<file path="config.mk">
export PLATFORM = sky130hd
export DESIGN_NAME = bsi_cell
export DESIGN_NICKNAME = d
export VERILOG_FILES = /design/src/design/bsi_pkg.sv /design/src/design/bsi_cell.sv
export SDC_FILE = /design/constraint.sdc
export NUM_CORES = 1
export LEC_CHECK = 0
export BUFFER_PORTS_ARGS = -buffer_cell sky130_fd_sc_hd__buf_2
export CAP_MARGIN = 30
export CORE_ASPECT_RATIO = 1.4
export CORE_MARGIN = 5
export CORE_UTILIZATION = 30
export CTS_CLUSTER_DIAMETER = 200
export CTS_CLUSTER_SIZE = 24
export DETAILED_ROUTE_END_ITERATION = 16
export PLACE_DENSITY = 0.64
export SYNTH_ARGS = -nofsm -noshare
export SYNTH_HDL_FRONTEND = slang
export SYNTH_SLANG_ARGS = --single-unit
</file>
<file path="constraint.sdc">
create_clock -name clk -period 1.9 [get_ports clk]
set_input_delay 0.095 -clock clk [delete_from_list [all_inputs] [get_ports clk]]
set_output_delay 0.095 -clock clk [all_outputs]
set_load 0.03 [all_outputs]
</file>
<file path="src/design/bsi_pkg.sv">
// ----------------------------------------------------------------------------
// bsi_pkg: shared constants for the broadcast source index unit
// Register indexes and widths of the configuration port.
// ----------------------------------------------------------------------------
package bsi_pkg;

	localparam int CFG_IDX_BITS = 8;
	localparam int CFG_DATA_BITS = 64;
	localparam int RANK_BITS = 3;

	typedef logic [CFG_IDX_BITS-1:0] cfg_idx_t;
	typedef logic [CFG_DATA_BITS-1:0] cfg_data_t;

	localparam cfg_idx_t REG_OUT_DIMS = 8'd0;
	localparam cfg_idx_t REG_IN_DIMS = 8'd1;
	localparam cfg_idx_t REG_OUT_RANK = 8'd2;
	localparam cfg_idx_t REG_IN_RANK = 8'd3;

endpackage

</file>
<file path="src/design/bsi_cell.sv">
// ----------------------------------------------------------------------------
// bsi_cell: one restoring division step of the index chain
// The last cell of a dimension also folds the coordinate into the source index.
// ----------------------------------------------------------------------------
module bsi_cell #(
	parameter int DIM_BITS = 16,
	parameter int INDEX_BITS = 32,
	parameter bit LAST = 1'b0
) (
	input  logic                  clk,
	input  logic                  arst_n,
	input  logic                  en,
	input  logic [DIM_BITS-1:0]   od,
	input  logic [DIM_BITS-1:0]   id,
	input  logic                  vld_i,
	input  logic [INDEX_BITS-1:0] num_i,
	input  logic [DIM_BITS-1:0]   rem_i,
	input  logic [INDEX_BITS-1:0] src_i,
	input  logic [INDEX_BITS-1:0] istr_i,
	output logic                  vld_o,
	output logic [INDEX_BITS-1:0] num_o,
	output logic [DIM_BITS-1:0]   rem_o,
	output logic [INDEX_BITS-1:0] src_o,
	output logic [INDEX_BITS-1:0] istr_o
);
	import bsi_pkg::*;

	logic [DIM_BITS:0]            trial;
	logic                         ge;
	logic [DIM_BITS:0]            rem_n;
	logic [INDEX_BITS-1:0]        num_n;
	logic [DIM_BITS-1:0]          coord;
	logic [INDEX_BITS+DIM_BITS-1:0] prod_src;
	logic [INDEX_BITS+DIM_BITS-1:0] prod_str;
	logic [INDEX_BITS-1:0]        src_n;
	logic [INDEX_BITS-1:0]        istr_n;
	logic [DIM_BITS-1:0]          rem_next;

	logic                  vld_q;
	logic [INDEX_BITS-1:0] num_q;
	logic [DIM_BITS-1:0]   rem_q;
	logic [INDEX_BITS-1:0] src_q;
	logic [INDEX_BITS-1:0] istr_q;

	always_comb begin
		trial = {rem_i, num_i[INDEX_BITS-1]};
		ge = (trial >= {1'b0, od});
		rem_n = ge ? (trial - {1'b0, od}) : trial;
		num_n = {num_i[INDEX_BITS-2:0], ge};
		// a size-1 input dimension always reads coordinate 0
		coord = (id == DIM_BITS'(1)) ? '0 : rem_n[DIM_BITS-1:0];
		prod_src = {{INDEX_BITS{1'b0}}, coord} * {{DIM_BITS{1'b0}}, istr_i};
		prod_str = {{INDEX_BITS{1'b0}}, id} * {{DIM_BITS{1'b0}}, istr_i};
		if (LAST) begin
			src_n = src_i + prod_src[INDEX_BITS-1:0];
			istr_n = prod_str[INDEX_BITS-1:0];
			rem_next = '0;
		end else begin
			src_n = src_i;
			istr_n = istr_i;
			rem_next = rem_n[DIM_BITS-1:0];
		end
	end

	always_ff @(posedge clk or negedge arst_n) begin
		if (!arst_n) begin
			vld_q <= 1'b0;
		end else if (en) begin
			vld_q <= vld_i;
		end
	end

	always_ff @(posedge clk) begin
		if (en) begin
			num_q <= num_n;
			rem_q <= rem_next;
			src_q <= src_n;
			istr_q <= istr_n;
		end
	end

	assign vld_o = vld_q;
	assign num_o = num_q;
	assign rem_o = rem_q;
	assign src_o = src_q;
	assign istr_o = istr_q;

endmodule

</file>
* Yosys cells after proc, flatten, opt, wreduce, memory -nomap -nowiden
Index checks and enable logic that the tools add are counted.
** Storage, ports and cells
- Input bits :: 148
- Word-level logic and storage cells :: 8
- Output and inout bits :: 113
- Flip-flop bits (word level) :: 113
** Cells by class
- Add/subtract/negate cells :: 1
- Mux-type cells :: 1
- Order comparisons :: 1
** Operators with widths (count)
- 17-bit by 16-bit greater-or-equal comparator with 1-bit output :: 1
- 16-bit two-way mux :: 1
- 16-bit subtractor :: 1

* Depth between registers and ports, before layout
Gate-level depths: netlist of run 1.
- Depth after elaboration :: 2
- Gate-level depth with buffers :: 11
- Depth with buffers taken out :: 9

* Worst setup path after synthesis of run 1
OpenSTA, ideal clock, no wires.
- Kind :: input-to-reg
- Start :: input od[14]
- End :: register rem_q[10] (netlist: rem_o[10]), data pin
- Stages :: 11
- Slack :: -0.394 ns
- Data required time :: 1.640 ns
- Arrival :: 2.034 ns
- Cell sequence :: inv_1 > ha_1 > buf_6 > a21o_1 > a211o_1 > a41o_1 > a31oi_4 > o21a_4 > inv_4 > buf_12 > mux2_4
** Between the ends
- Word-level cells in the longest chain between the ends :: 2
** Ends and longest elaborated chain
- start, declared :: RTL line bsi_cell.sv:13 : input logic [DIM_BITS-1:0] od,
- 17-bit by 16-bit greater-or-equal comparator with 1-bit output :: RTL line bsi_cell.sv:47 : ge = (trial >= {1'b0, od});
- named net ge :: RTL line bsi_cell.sv:29 : logic ge;
- 16-bit two-way mux :: RTL line bsi_cell.sv:48 : rem_n = ge ? (trial - {1'b0, od}) : trial;
- named net rem_n[10] :: RTL line bsi_cell.sv:30 : logic [DIM_BITS:0] rem_n;
- end signal, assigned :: RTL line bsi_cell.sv:76 : rem_q <= rem_next;
- end, declared :: RTL line bsi_cell.sv:41 : logic [DIM_BITS-1:0] rem_q;
The timed path passes the listed nets, and every way through them passes these cells.
A chain may end at the register's enable or synchronous reset.

* Final worst setup path of run 1
- Start :: input od[3]
- End :: register rem_q[4] (netlist: rem_o[4]), data pin
** Between the ends
- Word-level cells in the longest chain between the ends :: 2
- Elaborated cells between the ends (all ways) :: 3
** Ends and longest elaborated chain (RTL line)
- 16-bit subtractor / 17-bit by 16-bit greater-or-equal comparator with 1-bit output (equally long branches) :: bsi_cell.sv:48, bsi_cell.sv:47
- 16-bit two-way mux (*) :: bsi_cell.sv:48
- named net rem_n[4] :: bsi_cell.sv:30
Mark *: on every way through the listed nets, which the timed path passes. The rest lies on a longest branch.

==> results of run 1 <==
power by group:
group          switching [W]  internal (W)
logic               0.000921      0.000681
clock network        0.00115       0.00221
registers          0.0000606       0.00301
total                0.00213       0.00590
per-layer routing:
layer / global-route usage (%) / wire length (um)
met2: 31.9 / 8300
met5: 0 / 40
met4: 7.02 / 475
met1: 15.1 / 4890
met3: 4.38 / 1130
timing repair:
item                                   CTS  global route
setup buffers                            0             0
resized for setup                        0             2
endpoints found under the hold margin   97             0
hold buffers                            98             0
setup endpoints to repair                0            12
cell families (layout without fill, tap and decap cells):
kind of cell               Yosys count  count (layout)  share of synthesized area, %
AOI/OAI and AO/OA                   45              45                          7.15
and+or+nand+nor                     36              36                          3.84
xor gates and xnor gates            12              12                          2.30
muxes                               16              16                          4.52
DFF                                113             113                          74.2
buffers and inverters               31             451                          3.13
adders and majority gates           17              17                          4.82
other                                0               2                             0
state kept, by name, summed over array words and instances, names as in the netlist:
name    flops
num_o      32
rem_o      16
vld_o       1
src_o      32
istr_o     32
worst paths after layout:
| check | start | to | slack [ps] | cells past startpoint |
|---|---|---|---|---|
| min reg2reg | vld_o$_DFFE_PN0P_ | vld_o$_DFFE_PN0P_ | 510 | 1 |
| max in group asynchronous | arst_n | vld_o$_DFFE_PN0P_ | 1250 | 3 |
| min in group asynchronous | arst_n | vld_o$_DFFE_PN0P_ | 550 | 3 |
| max reg2reg | vld_o$_DFFE_PN0P_ | vld_o$_DFFE_PN0P_ | 1160 | 1 |
| max | od[3] | rem_o[4]$_DFFE_PP_ | 90 | 10 |
| min | rem_i[10] | rem_o[11]$_DFFE_PP_ | 20 | 2 |
stage by stage:
step           cell area [um2]  util [%]
2_1_floorplan             4600         -
3_3_place_gp              6420      42.9
3_5_place_dp              6420      42.9
4_1_cts                   8040      53.6
5_1_grt                   8050      53.7
6_report                  8050      53.7
area by class of cell:
| cell class | instances | area, um2 |
|---|---|---|
| inverters | 25 | 104 |
| multi-input cells | 126 | 1060 |
| fillers | 1236 | 6940 |
| diodes | 2 | 5.00 |
| clock inverters | 14 | 206 |
| repair buffers | 395 | 2620 |
| well taps | 192 | 240 |
| clock buffers | 17 | 425 |
| flip-flops and latches | 113 | 3390 |
layout by cell type, fill, tap and decap left out, types with 3 or more instances in the layout:
cell type        n
buf_2          243
edfxtp_1       112
dlygate4sd3_1   98
buf_4           53
inv_1           23
clkbuf_16       17
ha_1            14
nand2_1         13
a21oi_1         10
nor2_1           9
xnor2_1          8
mux2_4           8
o21ai_0          7
clkinv_4         6
inv_6            5
mux2_2           5
o21bai_1         4
xor2_1           4
bufinv_16        4
a21o_1           3
nand3_1          3
nand4_1          3
a31oi_1          3
mux2i_1          3
==> impl_metrics.py, run 1 <==
metrics = {
    "yosys": {
        "ys_top_cells_by_count": "edfxtp_1, inv_1, ha_1, nand2_1, a21oi_1",
        "synth.top_cell.area_share_pct": 73.7,
        "async_reset_ff_share_pct": 0.885,
        "yosysMostFrequentCell": "edfxtp_1",
        "synth.net_count": 435,
        "yosysUniqueCellTypes": 44,
        "ys_ff_latch": 113,
        "synth_top_area_cell": "edfxtp_1",
        "yosys-top-cells-area": "edfxtp_1, ha_1, mux2_4",
        "syn-cell-area_um2": 4560,
        "yosysSeqAreaShare_pct": 74.2,
        "avgSynthCellArea_um2": 16.9,
        "yosys_warnings": 0,
        "synth-edff-count": 112,
        "ys.flop_type": "edfxtp_1",
        "synthCells": 270,
    },
    "timing": {
        "fin_ws_ps": 92.1,
        "tightest_slew_ps": 530,
        "holdWs_ps": 22.5,
        "setup_viol": 0,
        "setup_tns_ps": 0,
        "hold_viol": 0,
        "report.final.slew_viol_count": 0,
        "finalClockSkew_ps": 0,
        "max_slew_margin_pct": 64.6,
        "period_needed_ps": 1810,
        "max_freq_mhz": 553,
        "fin_crit_sh_pct": 95.2,
    },
    "global_route": {
        "antenna_found_initial": 4,
        "grt_pass1_vias": 4304,
        "grt_remaining_overflow": 0,
        "grt_pass1_wl_um": 22000,
        "track_usage_pct": 16.2,
        "grt_max_degree": 51,
    },
    "critical_path": {
        "cp_num_buf_inv": 3,
        "path_class": "in2reg",
        "crit_path_top_delay_cell": "mux2_2",
        "crit_chain": "buf_2, inv_1, ha_4, nand3_1, o21bai_1, a311oi_2, o21ai_1, o21a_4, inv_6, mux2_2",
        "critPathRequiredTime_ps": 2040,
        "cp_top_family": "compound AO/OA/AOI/OAI gates",
        "crit_arrival_ps": 1950,
        "start_kind": "primary input",
        "endpoint_kind": "flop",
        "cp_max_fo": 13,
        "max_stage_delay_ps": 350,
    },
    "finish": {
        "area_growth_pct": 76.3,
        "layout.cells.non_filler": 884,
        "drive_gt1_share_pct": 50.4,
        "nets": 843,
    },
    "pwr": {
        "finalPower_w": 0.00803,
        "irDropWorstVdd_mv": 0.609,
        "p_leak_nw": 3.65,
        "power_density_nw_per_um2": 998,
    },
    "placement": {
        "post-place-ws_ps": -391,
        "portBuffers": 244,
        "post-place-cells": 753,
        "place_congestion": 0.784,
        "dp_hpwl_um": 10400,
    },
    "detailed_routing": {
        "first_pass_iters": 4,
        "wl_per_cell_um": 16.8,
        "drc_errors": 0,
        "drt_wl_total_um": 14800,
        "ant_nets": 0,
        "drt_iter0_drc": 123,
        "vias_per_cell": 4.34,
        "num_vias": 3833,
    },
    "job": {
        "cap_violations": 0,
    },
    "clock_tree": {
        "cts.clk_slew.worst_paths_ps": 50,
        "clock_tree.root_cell": "clkbuf_16",
        "clock_path_buffers": 2,
        "cts.sinks": 113,
        "cts_max_level": 4,
        "clock_latency_ps": 390,
        "cts-buffers-inserted": 17,
        "cts_tree": "built",
    },
    "hold_path": {
        "worstHoldPathType": "in2reg",
    },
    "floorplan": {
        "die_area_um2": 17800,
        "start_util_pct": 30.5,
        "num_io_pins": 261,
        "rows": 53,
        "die_w_um": 114,
        "core_area_um2": 15000,
        "die_h_um": 156,
    },
    "run_status": {
        "outcome": "complete, no violations",
    },
}
(Power assumes the default switching activity.)
==> run 2: changes to the inputs <==
- GPL_TIMING_DRIVEN: not set -> 0
==> run 2 against run 1 <==
  * Power is 2.2% lower
  * Clock-buffer cell count is 1 higher
  * Via count is 3.5% lower
  * Utilization is 1.4 points lower
  * Fmax is 1.4% lower
  * Final cell count is 4.5% lower
  * Sequential share of layout area is 1.1 points higher
  * Critical path depth stayed put
  * Register-to-register slack hardly changed
  * Critical path type unchanged
  * Critical endpoint is now rem_o[10]$_DFFE_PP_
==> impl_metrics.py, run 2 (synthesis gave the netlist of run 1 again) <==
metrics = {
    "placement": {
        "dp_hpwl_um": 9850,
        "place_congestion": 0.828,
        "post-place-cells": 707,
        "portBuffers": 244,
        "post-place-ws_ps": -587,
    },
    "clock_tree": {
        "cts_max_level": 4,
        "cts.clk_slew.worst_paths_ps": 50,
        "cts-buffers-inserted": 17,
        "clock_tree.root_cell": "clkbuf_16",
        "clock_path_buffers": 2,
        "cts.sinks": 113,
        "clock_latency_ps": 390,
        "cts_tree": "built",
    },
    "critical_path": {
        "crit_path_top_delay_cell": "ha_1",
        "max_stage_delay_ps": 370,
        "crit_chain": "buf_2, inv_1, ha_1, and4_2, a41o_1, a31oi_4, o21a_4, clkinv_8, buf_12, mux2_4",
        "cp_num_buf_inv": 4,
        "cp_top_family": "compound AO/OA/AOI/OAI gates",
        "rr_worst_depth": 1,
        "crit_arrival_ps": 1970,
        "cp_max_fo": 7,
        "endpoint_kind": "flop",
        "r2r_setup_slack_ps": 1160,
        "path_class": "in2reg",
        "start_kind": "primary input",
        "critPathRequiredTime_ps": 2040,
        "worstReg2RegStart": "vld_o$_DFFE_PN0P_",
        "regToRegEndpoint": "vld_o$_DFFE_PN0P_",
    },
    "pwr": {
        "irDropWorstVdd_mv": 0.577,
        "p_int_w": 0.00573,
        "power_density_nw_per_um2": 1000,
        "p_leak_nw": 3.46,
        "p_clk_share_pct": 41.3,
        "comb_power_share_pct": 19.7,
        "p_sw_share_pct": 27.1,
        "p_switching_w": 0.00213,
        "seq_power_share_pct": 39.0,
        "finalPower_w": 0.00786,
    },
    "timing": {
        "tightest_slew_ps": 585,
        "setup_viol": 0,
        "finalClockSkew_ps": 0,
        "fin_crit_sh_pct": 96.5,
        "hold_viol": 0,
        "period_needed_ps": 1830,
        "fin_ws_ps": 65.9,
        "report.final.slew_viol_count": 0,
        "max_freq_mhz": 545,
        "max_slew_margin_pct": 61.0,
        "setup_tns_ps": 0,
    },
    "finish": {
        "final_cell_mix": "buf_2, edfxtp_1, dlygate4sd3_1, inv_1, clkbuf_16",
        "drive_gt1_share_pct": 49.1,
        "nets": 802,
        "final_common_cell": "buf_2",
        "area_growth_pct": 71.9,
        "layout.cells.non_filler": 844,
    },
    "global_route": {
        "grt_pass1_vias": 4027,
        "track_usage_pct": 15.3,
        "grt_pass1_wl_um": 20800,
        "antenna_found_initial": 0,
        "grt_max_degree": 72,
        "grt_remaining_overflow": 0,
    },
    "floorplan": {
        "die_w_um": 114,
        "num_io_pins": 261,
        "core_area_um2": 15000,
        "start_util_pct": 30.5,
        "die_h_um": 156,
        "die_area_um2": 17800,
        "rows": 53,
    },
    "job": {
        "cap_violations": 0,
    },
    "detailed_routing": {
        "ant_nets": 0,
        "first_pass_iters": 4,
        "drt_iter0_drc": 231,
        "drt_wl_total_um": 14300,
        "num_vias": 3697,
        "drc_errors": 0,
        "wl_per_cell_um": 16.9,
        "vias_per_cell": 4.38,
    },
    "hold_path": {
        "hold_start": "rem_i[10]",
        "worstHoldPathType": "in2reg",
        "holdPathStages": 2,
        "holdPathEnd": "rem_o[11]$_DFFE_PP_",
    },
    "run_status": {
        "outcome": "complete, no violations",
    },
}
==> run 2: power groups by stage <==
stage               Sequential, W  Combinational, W  Clock (W)
CTS                       0.00307           0.00151    0.00330
global placement          0.00311           0.00130          0
detailed placement        0.00311           0.00132          0
global route              0.00308           0.00165    0.00344
finish                    0.00307           0.00154    0.00325
floorplan                 0.00358          0.000363          0
==> run 2: stage by stage <==
| stage | hold slack, ps | util [%] | instance area, um2 |
|---|---|---|---|
| 2_1_floorplan | -201 | - | 4600 |
| 3_3_place_gp | -129 | 40.4 | 6060 |
| 3_5_place_dp | -127 | 40.6 | 6090 |
| 4_1_cts | 7.44 | 51.7 | 7740 |
| 5_1_grt | 11.8 | 52.3 | 7840 |
| 6_report | 24.1 | 52.3 | 7850 |
==> run 2: how the worst max path moves through the flow <==
stage,startpoint,to,slack [ps],cells past startpoint
after CTS,rem_i[13],rem_o[10]$_DFFE_PP_,10,10
after floorplan,rem_i[13],rem_o[10]$_DFFE_PP_,-230,10
final,od[8],rem_o[10]$_DFFE_PP_,70,10
after detailed placement,od[4],rem_o[10]$_DFFE_PP_,-590,11
after global routing,od[8],rem_o[5]$_DFFE_PP_,-3,10
after global placement,od[4],rem_o[11]$_DFFE_PP_,-580,11
==> run 2: per-layer routing <==
layer | part of all wire [%] | up-vias | GRT usage [%]
met3 | 8.5 | 21 | 4.73
met5 | 0 | - | 0
met4 | 2.0 | 0 | 5.77
met2 | 57 | 164 | 30.2
li1 | - | 1769 | -
met1 | 33 | 1743 | 14.4
==> run 2: layout make-up <==
type | count | area, um2
Clock inverter | 14 | 181
Tap cell | 192 | 240
Multi-Input combinational cell | 126 | 1150
Sequential cell | 113 | 3390
Timing Repair Buffer | 354 | 2340
Fill cell | 1222 | 7140
Inverter | 25 | 111
Clock buffer | 18 | 429
Antenna cell | 2 | 5.00
==> run 2: timing repair <==
action / in CTS / in global routing
endpoints found under the setup margin: 11 / 13
gates resized for setup: 9 / 15
endpoints found under the hold margin: 99 / 0
pin swaps: 2 / 5
setup buffers: 2 / 7
hold buffers: 100 / 0
==> run 3: changes to the inputs <==
- CORE_ASPECT_RATIO: 1.4 -> 0.6
==> run 3 against run 2 <==
  * Hold slack improved by 0.67 ps
  * Sequential power about the same
  * Sequential share of layout area down 0.86 points
  * First-iteration DRC count decreased by 33%
  * Register-to-register slack about the same
  * Utilization increased by 2.0 points
  * Via count is 1.9% higher
  * Clock power decreased by 6%
  * Critical path type unchanged
==> impl_metrics.py, run 3 (synthesis gave the netlist of run 1 again) <==
metrics = {
    "placement": {
        "post-place-cells": 713,
        "place_congestion": 0.862,
        "dp_hpwl_um": 9590,
        "portBuffers": 244,
    },
    "detailed_routing": {
        "wl_per_cell_um": 16.4,
        "vias_per_cell": 4.36,
        "wl_met3_um": 1520,
        "drt_iter0_drc": 154,
        "drt_wl_total_um": 14200,
        "ant_nets": 0,
        "met2WireLength_um": 6800,
        "wl_met1_um": 5770,
        "num_vias": 3766,
        "dr.max_layer_used": "met5",
        "drc_errors": 0,
        "first_pass_iters": 4,
    },
    "critical_path": {
        "start_kind": "primary input",
        "crit_arrival_ps": 1990,
        "endpoint_kind": "flop",
        "crit_chain": "buf_2, ha_4, nand3_2, o21bai_4, a311oi_2, o21ai_2, o21a_4, inv_4, buf_4, mux2_2",
        "cp_num_buf_inv": 3,
        "max_stage_delay_ps": 330,
        "cp_top_family": "compound AO/OA/AOI/OAI gates",
        "critPathRequiredTime_ps": 2040,
        "path_class": "in2reg",
        "crit_path_top_delay_cell": "mux2_2",
        "cp_max_fo": 4,
    },
    "global_route": {
        "grt_pass1_wl_um": 21800,
        "grt_remaining_overflow": 0,
        "grt_max_degree": 60,
        "grt_pass1_vias": 4190,
        "track_usage_pct": 15.5,
        "antenna_found_initial": 2,
    },
    "job": {
        "cap_violations": 0,
    },
    "timing": {
        "setup_tns_ps": 0,
        "finalClockSkew_ps": 0,
        "report.final.slew_viol_count": 0,
        "grt_setup_unrepaired": "no",
        "setup_viol": 0,
        "period_needed_ps": 1850,
        "max_slew_margin_pct": 51.3,
        "hold_viol": 0,
        "max_freq_mhz": 541,
        "tightest_slew_ps": 730,
        "fin_crit_sh_pct": 97.3,
    },
    "finish": {
        "final_util_pct": 54.4,
        "drive_gt1_share_pct": 51.4,
        "final_cell_mix": "buf_2, edfxtp_1, dlygate4sd3_1, inv_1, buf_4",
        "area_growth_pct": 75.4,
        "layout.cells.non_filler": 864,
        "nets": 816,
        "final_common_cell": "buf_2",
    },
    "clock_tree": {
        "clock_path_buffers": 2,
        "cts_tree": "built",
        "clock_tree.root_cell": "clkbuf_16",
        "cts.clk_slew.worst_paths_ps": 50,
        "cts_max_level": 4,
        "cts.sinks": 113,
        "clock_latency_ps": 400,
        "cts-buffers-inserted": 17,
    },
    "pwr": {
        "irDropWorstVdd_mv": 0.501,
        "power_density_nw_per_um2": 965,
        "p_leak_nw": 3.50,
    },
    "floorplan": {
        "core_area_um2": 14700,
        "die_h_um": 106,
        "start_util_pct": 31.0,
        "die_area_um2": 17900,
        "num_io_pins": 261,
        "rows": 34,
        "die_w_um": 169,
    },
    "hold_path": {
        "worstHoldPathType": "in2reg",
    },
    "run_status": {
        "outcome": "complete, no violations",
    },
}
## run 3: what timing repair did
action	4_1_cts	5_1_grt
gates cloned	0	0
resized for setup	22	25
hold buffers	103	0
endpoints found under the setup margin	12	14
hold endpoints to repair	102	0
buffers inserted	15	4
pin swaps	8	15
## run 3: cell type report
type,instances,area (um2)
Clock buffer,19,433
Antenna cell,2,5.00
Tap cell,198,248
Inverter,25,101
Sequential cell,113,3390
Fill cell,1243,6710
Multi-Input combinational cell,126,1210
Buffer,1,7.51
Clock inverter,13,138
Timing Repair Buffer,367,2470
## run 3: stage by stage
| stage | instance area (um2) | power [W] | hold WS, ps | setup WS [ps] |
|---|---|---|---|---|
| 2_1_floorplan | 4600 | 0.00394 | -201 | -235 |
| 3_3_place_gp | 6060 | 0.00441 | -131 | -626 |
| 3_5_place_dp | 6090 | 0.00444 | -130 | -627 |
| 4_1_cts | 7920 | 0.00779 | 6.67 | -12.2 |
| 5_1_grt | 8000 | 0.00806 | 19.3 | 3.54 |
| 6_report | 8010 | 0.00773 | 24.8 | 51.4 |
## run 3: path summary, 6_finish.rpt
check | slack [ps] | from | end | depth (start not counted)
min in group asynchronous | 550 | arst_n | vld_o$_DFFE_PN0P_ | 3
min | 20 | rem_i[8] | rem_o[9]$_DFFE_PP_ | 2
min reg2reg | 520 | vld_o$_DFFE_PN0P_ | vld_o$_DFFE_PN0P_ | 1
max in group asynchronous | 1250 | arst_n | vld_o$_DFFE_PN0P_ | 3
max reg2reg | 1150 | vld_o$_DFFE_PN0P_ | vld_o$_DFFE_PN0P_ | 1
max | 50 | rem_i[3] | rem_o[4]$_DFFE_PP_ | 10
## run 3: routing by layer
metal | track usage, % | up-vias
met5 | 0 | -
met4 | 4.82 | 4
met3 | 6.96 | 11
met2 | 26.1 | 178
met1 | 17.7 | 1778
li1 | - | 1795
## run 3: where the power goes
| group | internal, W | total, W | switching [W] |
|---|---|---|---|
| Combinational | 0.000681 | 0.00161 | 0.000925 |
| Sequential | 0.00301 | 0.00306 | 0.0000545 |
| Clock | 0.00193 | 0.00306 | 0.00113 |
| Total | 0.00562 | 0.00773 | 0.00211 |
